$ cat src/rtl/pqsa_pkg.sv
// ---------------------------------------------------------------------------
// pqsa_pkg: shared types and constants for the seat allocator.
// Holds sizes, status and action codes, and the controller/datapath structs.
// ---------------------------------------------------------------------------
`default_nettype none
package pqsa_pkg;
  localparam int QUEUE_DEPTH   = 16;
  localparam int MAX_ROWS      = 8;
  localparam int SLOTS_PER_ROW = 8;
  localparam int PRIO_MAX      = 5;
  localparam int QW = $clog2(QUEUE_DEPTH);
  localparam int RW = $clog2(MAX_ROWS);
  localparam int SW = $clog2(SLOTS_PER_ROW);
  localparam int NSLOT = MAX_ROWS * SLOTS_PER_ROW;
  localparam int AW = $clog2(NSLOT);

  typedef enum logic [1:0] {
    ACT_ENQ = 2'd0, ACT_SERVE = 2'd1, ACT_ADD_ROW = 2'd2, ACT_ADD_SLOT = 2'd3
  } action_t;

  typedef enum logic [2:0] {
    ST_OK = 3'd0, ST_QFULL = 3'd1, ST_QEMPTY = 3'd2, ST_NOSLOT = 3'd3,
    ST_BADROW = 3'd4, ST_NOROOM = 3'd5
  } status_t;

  // Commands from the controller to the datapath.
  typedef struct packed {
    logic load;       // capture the input word
    logic scan_step;  // one step of the slot search
    logic execute;    // commit the operation
  } dp_cmd_t;

  // Status from the datapath to the controller.
  typedef struct packed {
    logic is_serve;   // captured action needs a slot search
    logic scan_done;  // search finished (found or exhausted)
  } dp_stat_t;
endpackage
`default_nettype wire

$ cat src/rtl/priority_queue_seat_allocator_unit.sv
// ---------------------------------------------------------------------------
// priority_queue_seat_allocator_unit: priority request queue with seating.
// Keeps requests sorted by priority (stable) and seats the head request in
// the first free slot, rows in order and slots in insertion order.
// ---------------------------------------------------------------------------
//  channel | direction | tdata fields (low bit first)
//  in_     | slave     | action[1:0] item_id[17:2] priority_req[20:18] row_number[24:21]
//  out_    | master    | status[2:0] served_tag[18:3] served_priority[21:19]
//          |           | assigned_row[25:22] assigned_slot[41:26]
//
// A word steps through idle, scan, read, exec and out; one that needs no search
// leaves scan at once. A serve stays in scan for one search step per slot
// examined, per row passed and one more when no slot is free.
// One word is in flight at a time; in_tready drops until the result is taken.
// A stalled out_tready holds the result and the input side.
// Synchronous active-low reset empties the queue and the row table.
`default_nettype none
module priority_queue_seat_allocator_unit (
  input  wire logic        clk,
  input  wire logic        rst_n,
  input  wire logic        in_tvalid,
  output logic             in_tready,
  input  wire logic [31:0] in_tdata,   // action, item_id, priority_req, row_number
  output logic             out_tvalid,
  input  wire logic        out_tready,
  output logic [47:0]      out_tdata   // status, served_tag, served_priority,
                                       // assigned_row, assigned_slot
);
  pqsa_pkg::dp_cmd_t  cmd;
  pqsa_pkg::dp_stat_t stat;
  logic [41:0]        result;

  pqsa_ctrl u_ctrl (
    .clk, .rst_n, .in_tvalid, .in_tready, .out_tvalid, .out_tready, .cmd, .stat
  );

  pqsa_datapath u_dp (
    .clk, .rst_n, .cmd, .stat, .in_word(in_tdata[24:0]), .result
  );

  assign out_tdata = {6'd0, result};
endmodule
`default_nettype wire

$ cat src/rtl/pqsa_datapath.sv
// ---------------------------------------------------------------------------
// pqsa_datapath: queue, row table and slot search.
// The queue is a sorted shift register; the search walks one slot a cycle.
// ---------------------------------------------------------------------------
`default_nettype none
module pqsa_datapath (
  input  wire logic             clk,
  input  wire logic             rst_n,
  input  wire pqsa_pkg::dp_cmd_t cmd,
  output pqsa_pkg::dp_stat_t    stat,
  input  wire logic [24:0]      in_word,
  output logic [41:0]           result
);
  logic [1:0]  act_r;
  logic [15:0] item_r;
  logic [2:0]  prio_r;
  logic [3:0]  row_r;

  logic [15:0] qtag_r  [pqsa_pkg::QUEUE_DEPTH];
  logic [2:0]  qpri_r  [pqsa_pkg::QUEUE_DEPTH];
  logic [pqsa_pkg::QW:0] qcnt_r;
  logic [pqsa_pkg::RW:0] rows_r;
  logic [pqsa_pkg::SW:0] used_r [pqsa_pkg::MAX_ROWS];
  logic [pqsa_pkg::NSLOT-1:0] taken_r;
  logic [15:0] slotnum_mem [pqsa_pkg::NSLOT];

  // Search position: row and slot counters.
  logic [pqsa_pkg::RW:0] srow_r;
  logic [pqsa_pkg::SW:0] sslot_r;
  logic                  found_r, done_r;
  logic [pqsa_pkg::AW-1:0] fidx_r;
  logic [pqsa_pkg::RW:0] frow_r;

  logic [2:0] p_clamp;
  logic [pqsa_pkg::AW-1:0] sidx;
  logic [pqsa_pkg::RW-1:0] srow_i;
  logic [pqsa_pkg::RW-1:0] arow;
  logic [pqsa_pkg::AW-1:0] aidx;
  logic [15:0] num_q;
  logic [2:0] st;

  assign p_clamp = (prio_r == 3'd0) ? 3'd1 :
                   (prio_r > 3'(pqsa_pkg::PRIO_MAX)) ? 3'(pqsa_pkg::PRIO_MAX) : prio_r;
  assign srow_i = srow_r[pqsa_pkg::RW-1:0];
  assign sidx = {srow_i, sslot_r[pqsa_pkg::SW-1:0]};
  assign arow = pqsa_pkg::RW'(row_r - 4'd1);
  assign aidx = {arow, used_r[arow][pqsa_pkg::SW-1:0]};
  assign stat.is_serve = (act_r == pqsa_pkg::ACT_SERVE) && (qcnt_r != '0);
  assign stat.scan_done = done_r;

  always_ff @(posedge clk) begin
    if (cmd.load) begin
      act_r <= in_word[1:0]; item_r <= in_word[17:2];
      prio_r <= in_word[20:18]; row_r <= in_word[24:21];
    end
    if (cmd.execute && act_r == pqsa_pkg::ACT_ADD_SLOT && st == pqsa_pkg::ST_OK)
      slotnum_mem[aidx] <= item_r;
    if (found_r) num_q <= slotnum_mem[fidx_r];
  end

  // Slot search: one slot examined per cycle, rows in order.
  always_ff @(posedge clk) begin
    if (!rst_n || cmd.load) begin
      srow_r <= '0; sslot_r <= '0; found_r <= 1'b0; done_r <= 1'b0;
    end else if (cmd.scan_step && !done_r) begin
      if (srow_r >= rows_r) begin
        done_r <= 1'b1;
      end else if (sslot_r >= used_r[srow_i]) begin
        srow_r <= srow_r + 1'b1; sslot_r <= '0;
      end else if (!taken_r[sidx]) begin
        found_r <= 1'b1; fidx_r <= sidx; frow_r <= srow_r; done_r <= 1'b1;
      end else begin
        sslot_r <= sslot_r + 1'b1;
      end
    end
  end

  always_comb begin
    st = pqsa_pkg::ST_OK;
    case (pqsa_pkg::action_t'(act_r))
      pqsa_pkg::ACT_ENQ:
        if (qcnt_r >= (pqsa_pkg::QW+1)'(pqsa_pkg::QUEUE_DEPTH)) st = pqsa_pkg::ST_QFULL;
      pqsa_pkg::ACT_SERVE:
        if (qcnt_r == '0) st = pqsa_pkg::ST_QEMPTY;
        else if (!found_r) st = pqsa_pkg::ST_NOSLOT;
      pqsa_pkg::ACT_ADD_ROW:
        if (rows_r >= (pqsa_pkg::RW+1)'(pqsa_pkg::MAX_ROWS)) st = pqsa_pkg::ST_NOROOM;
      pqsa_pkg::ACT_ADD_SLOT:
        if (row_r == 4'd0 || row_r > 4'(rows_r)) st = pqsa_pkg::ST_BADROW;
        else if (used_r[arow] >= (pqsa_pkg::SW+1)'(pqsa_pkg::SLOTS_PER_ROW))
          st = pqsa_pkg::ST_NOROOM;
      default: st = pqsa_pkg::ST_OK;
    endcase
  end

  // Result: status, tag, priority, row, slot from the lowest bit up.
  always_ff @(posedge clk) begin
    if (cmd.execute) begin
      if (act_r == pqsa_pkg::ACT_SERVE && st == pqsa_pkg::ST_OK)
        result <= {num_q, 4'(frow_r) + 4'd1, qpri_r[0], qtag_r[0], st};
      else
        result <= {39'd0, st};
    end
  end

  always_ff @(posedge clk) begin
    if (!rst_n) begin
      qcnt_r <= '0; rows_r <= '0; taken_r <= '0;
      for (int r = 0; r < pqsa_pkg::MAX_ROWS; r++) used_r[r] <= '0;
    end else if (cmd.execute && st == pqsa_pkg::ST_OK) begin
      case (pqsa_pkg::action_t'(act_r))
        pqsa_pkg::ACT_ENQ: begin
          // Shift the tail up and drop the new entry after equal priorities.
          for (int i = 0; i < pqsa_pkg::QUEUE_DEPTH; i++) begin
            if ((pqsa_pkg::QW+1)'(i) < qcnt_r && qpri_r[i] <= p_clamp) begin
            end else if (i > 0 && (pqsa_pkg::QW+1)'(i-1) < qcnt_r
                         && qpri_r[i-1] > p_clamp) begin
              qtag_r[i] <= qtag_r[i-1]; qpri_r[i] <= qpri_r[i-1];
            end else if ((pqsa_pkg::QW+1)'(i) <= qcnt_r) begin
              qtag_r[i] <= item_r; qpri_r[i] <= p_clamp;
            end
          end
          qcnt_r <= qcnt_r + 1'b1;
        end
        pqsa_pkg::ACT_SERVE: begin
          for (int i = 0; i < pqsa_pkg::QUEUE_DEPTH - 1; i++) begin
            qtag_r[i] <= qtag_r[i+1]; qpri_r[i] <= qpri_r[i+1];
          end
          taken_r[fidx_r] <= 1'b1;
          qcnt_r <= qcnt_r - 1'b1;
        end
        pqsa_pkg::ACT_ADD_ROW: begin
          used_r[rows_r[pqsa_pkg::RW-1:0]] <= '0;
          for (int s = 0; s < pqsa_pkg::SLOTS_PER_ROW; s++)
            taken_r[{rows_r[pqsa_pkg::RW-1:0], pqsa_pkg::SW'(s)}] <= 1'b0;
          rows_r <= rows_r + 1'b1;
        end
        pqsa_pkg::ACT_ADD_SLOT: begin
          taken_r[aidx] <= 1'b0;
          used_r[arow] <= used_r[arow] + 1'b1;
        end
        default: ;
      endcase
    end
  end

  a_qcnt_bound: assert property (@(posedge clk) disable iff (!rst_n)
    qcnt_r <= (pqsa_pkg::QW+1)'(pqsa_pkg::QUEUE_DEPTH)) else $error("queue overflow");
  a_rows_bound: assert property (@(posedge clk) disable iff (!rst_n)
    rows_r <= (pqsa_pkg::RW+1)'(pqsa_pkg::MAX_ROWS)) else $error("row overflow");
  a_found_done: assert property (@(posedge clk) disable iff (!rst_n)
    found_r |-> done_r) else $error("found without done");
endmodule
`default_nettype wire

$ cat src/rtl/pqsa_ctrl.sv
// ---------------------------------------------------------------------------
// pqsa_ctrl: sequencer for one word at a time.
// Captures a word, runs the search on serves, commits, then offers the result.
// ---------------------------------------------------------------------------
`default_nettype none
module pqsa_ctrl (
  input  wire logic               clk,
  input  wire logic               rst_n,
  input  wire logic               in_tvalid,
  output logic                    in_tready,
  output logic                    out_tvalid,
  input  wire logic               out_tready,
  output pqsa_pkg::dp_cmd_t       cmd,
  input  wire pqsa_pkg::dp_stat_t stat
);
  typedef enum logic [2:0] {S_IDLE, S_SCAN, S_READ, S_EXEC, S_OUT} state_t;
  state_t state_r;
  logic   valid_r;

  assign in_tready  = (state_r == S_IDLE);
  assign out_tvalid = valid_r;
  assign cmd.load      = in_tvalid && in_tready;
  assign cmd.scan_step = (state_r == S_SCAN);
  assign cmd.execute   = (state_r == S_EXEC);

  always_ff @(posedge clk) begin
    if (!rst_n) begin
      state_r <= S_IDLE; valid_r <= 1'b0;
    end else begin
      case (state_r)
        S_IDLE: if (in_tvalid) state_r <= S_SCAN;
        S_SCAN: if (!stat.is_serve || stat.scan_done) state_r <= S_READ;
        S_READ: state_r <= S_EXEC;
        S_EXEC: begin
          valid_r <= 1'b1; state_r <= S_OUT;
        end
        S_OUT: if (out_tready) begin
          valid_r <= 1'b0; state_r <= S_IDLE;
        end
        default: state_r <= S_IDLE;
      endcase
    end
  end

  a_out_only: assert property (@(posedge clk) disable iff (!rst_n)
    out_tvalid |-> state_r == S_OUT) else $error("valid outside output state");
  a_no_take: assert property (@(posedge clk) disable iff (!rst_n)
    out_tvalid |-> !in_tready) else $error("accepted while holding result");
  a_exec_next: assert property (@(posedge clk) disable iff (!rst_n)
    state_r == S_EXEC |=> out_tvalid) else $error("result not raised");
endmodule
`default_nettype wire
$ cat config.mk
export PLATFORM = sky130hd
export DESIGN_NAME = priority_queue_seat_allocator_unit
export DESIGN_NICKNAME = d
export VERILOG_FILES = /design/src/rtl/pqsa_pkg.sv /design/src/rtl/priority_queue_seat_allocator_unit.sv /design/src/rtl/pqsa_datapath.sv /design/src/rtl/pqsa_ctrl.sv
export SDC_FILE = /design/constraint.sdc
export NUM_CORES = 2
export LEC_CHECK = 0
export BUFFER_PORTS_ARGS = -buffer_cell sky130_fd_sc_hd__buf_4
export CAP_MARGIN = 20
export CORE_ASPECT_RATIO = 1.4
export CORE_MARGIN = 5
export CORE_UTILIZATION = 50
export CTS_CLUSTER_SIZE = 10
export DETAILED_ROUTE_END_ITERATION = 7
export GPL_TIMING_DRIVEN = 1
export PLACE_DENSITY = 0.74
export SLEW_MARGIN = 20
export SYNTH_ARGS = -nofsm -noshare
export SYNTH_HDL_FRONTEND = slang
export SYNTH_SLANG_ARGS = --single-unit
$ cat constraint.sdc
create_clock -name clk -period 4.7 [get_ports clk]
set_input_delay 0.47 -clock clk [delete_from_list [all_inputs] [get_ports clk]]
set_output_delay 0.47 -clock clk [all_outputs]
set_load 0.02 [all_outputs]
==> reports/metrics.yaml <==
outcome: "complete, but fails checks"
failed_checks: "DRC"
detailedPlacementHpwl_um: 116000
synth_enable_flop_cells: 1450
wire_per_inst_um: 28.2
htree_num_levels: 4
cts_inserted_buffers: 172
endpoint_kind: "register"
largest_net_degree_at_the_start_of_global_routing: 136
number_of_antenna_violations_at_the_first_check_in_global_routing: 14
avgSynthCellArea_um2: 14.4
maximum_buffer_depth_of_the_clock_tree: 3
worst_hold_path.num_cells: 3
total_die_area_mm2: 0.140
chipHeight_um: 440
max_cap_viol_count: 0
area_delta_synth_final_pct: 12.9
gp_routability_congestion: 0.925
drt.antenna.violating_nets: 0
worst_setup_path_start_kind: "register"
cp.buffers_inverters: 3
cp.required_ns: 5.17
cp.arrival_ns: 5.00
synth_area_mm2: 0.0661
timing.reg2reg.worst_path_depth: 10
timing.final.setup_violations: 0
max_slew_vio_count: 0
finished_layout_cells: 6590
post_cts_repair_timing_setup_buffer_count: 0
synth_sequential_area_ratio: 0.686
critical_path.slowest_cell: "sky130_fd_sc_hd__nand3_1"
synth-seq-cells: 1540
drc: 2
placed_cells_incl_taps: 6323
starting_utilization_of_the_core_area: 0.504
die_x_um: 317
total_power_mw: 28.2
core-area_mm2: 0.131
rsz0062_at_grt: "no"
final_common_cell: "sky130_fd_sc_hd__edfxtp_1"
mostFrequentLayoutCells: "sky130_fd_sc_hd__edfxtp_1 (1450), sky130_fd_sc_hd__nand2_1 (411), sky130_fd_sc_hd__mux2i_1 (337)"
drt_pass1_iterations: 8
critical_path.cell_chain: "inv_1, ha_1, xor2_2, buf_4, nor2_1, a22o_1, a221oi_4, nand3_1, nor2_1, buf_4"
row_count: 157
post_synth_inst_count: 4596
critical_path_class: "reg -> reg"
netlist-cell-type-count: 86
grt_first_pass_wirelength_um: 273000
final_min_period_over_clock_period: 0.963
cts_repair_resize_count: 0
worst-path-max-fanout: 16
crit_cells: 10
globalRouteTotalUtil: 0.263
cellLeakagePower_nw: 24.8
timing.max_slew.rel_slack: 0.229
timing.clock.skew_ns: 0.0688
crit_path_max_incr_delay_ns: 0.73
grt_pass1_vias: 41950
clock_sink_count: 1540
period_needed_ns: 4.53
num_vias: 42404
ys.warnings.count: 0
finalHoldViolations: 0
power.density_cell_area_mw_per_mm2: 379
hold_path_class: "in -> reg"
drt_wl_total_um: 186000
postSynth.asyncResetShare: 0
fmaxAchievable_ghz: 0.221
detail_route.vias_per_cell: 6.43
ctsRootBufferMaster: "sky130_fd_sc_hd__clkbuf_16"
ys.flop_type: "sky130_fd_sc_hd__edfxtp_1"
fillerInstances: 9958
clock_tree_from_tritoncts: "yes"
place.port_buffers: 72
pin_count: 86
worst_setup_hold_path_clk_slew_ns: 0.06
drtIter0Drc: 6032
critPathTopFamily: "simple AND/OR/NAND/NOR gates"
cts_hold_buf: 27
clk-insertion-delay-late_ns: 0.82
tns_ns: 0
worst_slew_pin_slew_ns: 1.15
layout-drive-gt1-share: 0.155
vdd.ir_drop.worst_uv: 345
grt.overflow.total: 0
nets: 4881
## state kept, by name, indices dropped and copies added, names as in the netlist, 5 cells and up, named ones only
name / count
u_dp.qpri_r: 48
u_dp.used_r: 32
u_dp.num_q: 16
u_dp.result: 42
u_dp.slotnum_mem: 1024
u_dp.qtag_r: 256
u_dp.qcnt_r: 5
u_dp.taken_r: 64
u_dp.item_r: 16
## cell families after synthesis
| kind of cell | synth area share |
|---|---|
| muxes | 0.104 |
| AOI/OAI and AO/OA | 0.103 |
| and+or+nand+nor | 0.0670 |
| other | 0.0000568 |
| DFF | 0.686 |
| buffers and inverters | 0.0247 |
| xor gates and xnor gates | 0.00197 |
| adders and majority gates | 0.0129 |
## cell type report
| class | instances | area, um2 | share of cell area |
|---|---|---|---|
| tap | 1749 | 2190 | 0.0293 |
| antenna | 3 | 7.51 | 0.000101 |
| clock buffer | 221 | 4530 | 0.0607 |
| clock inverter | 14 | 280 | 0.00376 |
| timing repair buffer | 329 | 2740 | 0.0367 |
| inverter | 57 | 216 | 0.00290 |
| multi-input combinational | 2677 | 19300 | 0.259 |
| sequential | 1540 | 45300 | 0.608 |
## through the flow
step | area [um2] | setup WS, ns | hold slack (ns) | util
after CTS | 74500 | 0.313 | 0.0439 | 0.569
after global placement | 69500 | 0.411 | 0.477 | 0.530
after detailed placement | 69500 | 0.314 | 0.491 | 0.530
after floorplan | 66100 | 0.0394 | 0.431 | -
after global routing | 74600 | 0.0425 | 0.0910 | 0.569
final | 74600 | 0.173 | 0.0959 | 0.569
## worst reg2reg max path, stage by stage (launching register included)
cell,delay [ns]
sky130_fd_sc_hd__edfxtp_1,0.40
sky130_fd_sc_hd__inv_1,0.09
sky130_fd_sc_hd__ha_1,0.32
sky130_fd_sc_hd__xor2_2,0.54
sky130_fd_sc_hd__buf_4,0.27
sky130_fd_sc_hd__nor2_1,0.09
sky130_fd_sc_hd__a22o_1,0.28
sky130_fd_sc_hd__a221oi_4,0.60
sky130_fd_sc_hd__nand3_1,0.74
sky130_fd_sc_hd__nor2_1,0.55
sky130_fd_sc_hd__buf_4,0.32
## cell usage after synthesis (all sizes together) (17+ instances only)
cell	number	area, um2
a211oi	71	548
a21oi	224	1120
a221oi	102	928
a22o	44	385
a22oi	89	668
a31oi	29	181
and2	20	125
and3	51	319
buf	134	691
clkbuf	193	726
dfxtp	90	1800
edfxtp	1450	43500
ha	68	851
inv	56	213
mux2	82	923
mux2i	338	3400
mux4	113	2540
nand2	412	1550
nand2b	17	106
nand3	71	355
nor2	296	1120
nor2b	32	203
nor3	31	198
o211ai	28	210
o21ai	340	1700
o22ai	53	332
## routing by layer
layer / wire [um] / GRT usage / share of wire
met5: 96 / 0 / 0.00052
met1: 66300 / 0.331 / 0.36
met4: 11200 / 0.136 / 0.060
met3: 19600 / 0.0618 / 0.11
met2: 88800 / 0.426 / 0.48
## path summary, 6_finish.rpt
check	end	start	slack, ns
max	u_dp.slotnum_mem[3][11]	u_dp.row_r[0]	0.17
min reg2reg	u_dp.taken_r[57]	u_dp.taken_r[57]	0.51
max reg2reg	u_dp.slotnum_mem[3][11]	u_dp.row_r[0]	0.17
min	u_dp.taken_r[23]	rst_n	0.1
## where the power goes
part	switching, mW	internal [mW]
Clock	5.23	6.76
Sequential	0.0575	15.1
Combinational	0.839	0.257
Total	6.13	22.1
(Power assumes the default switching activity.)
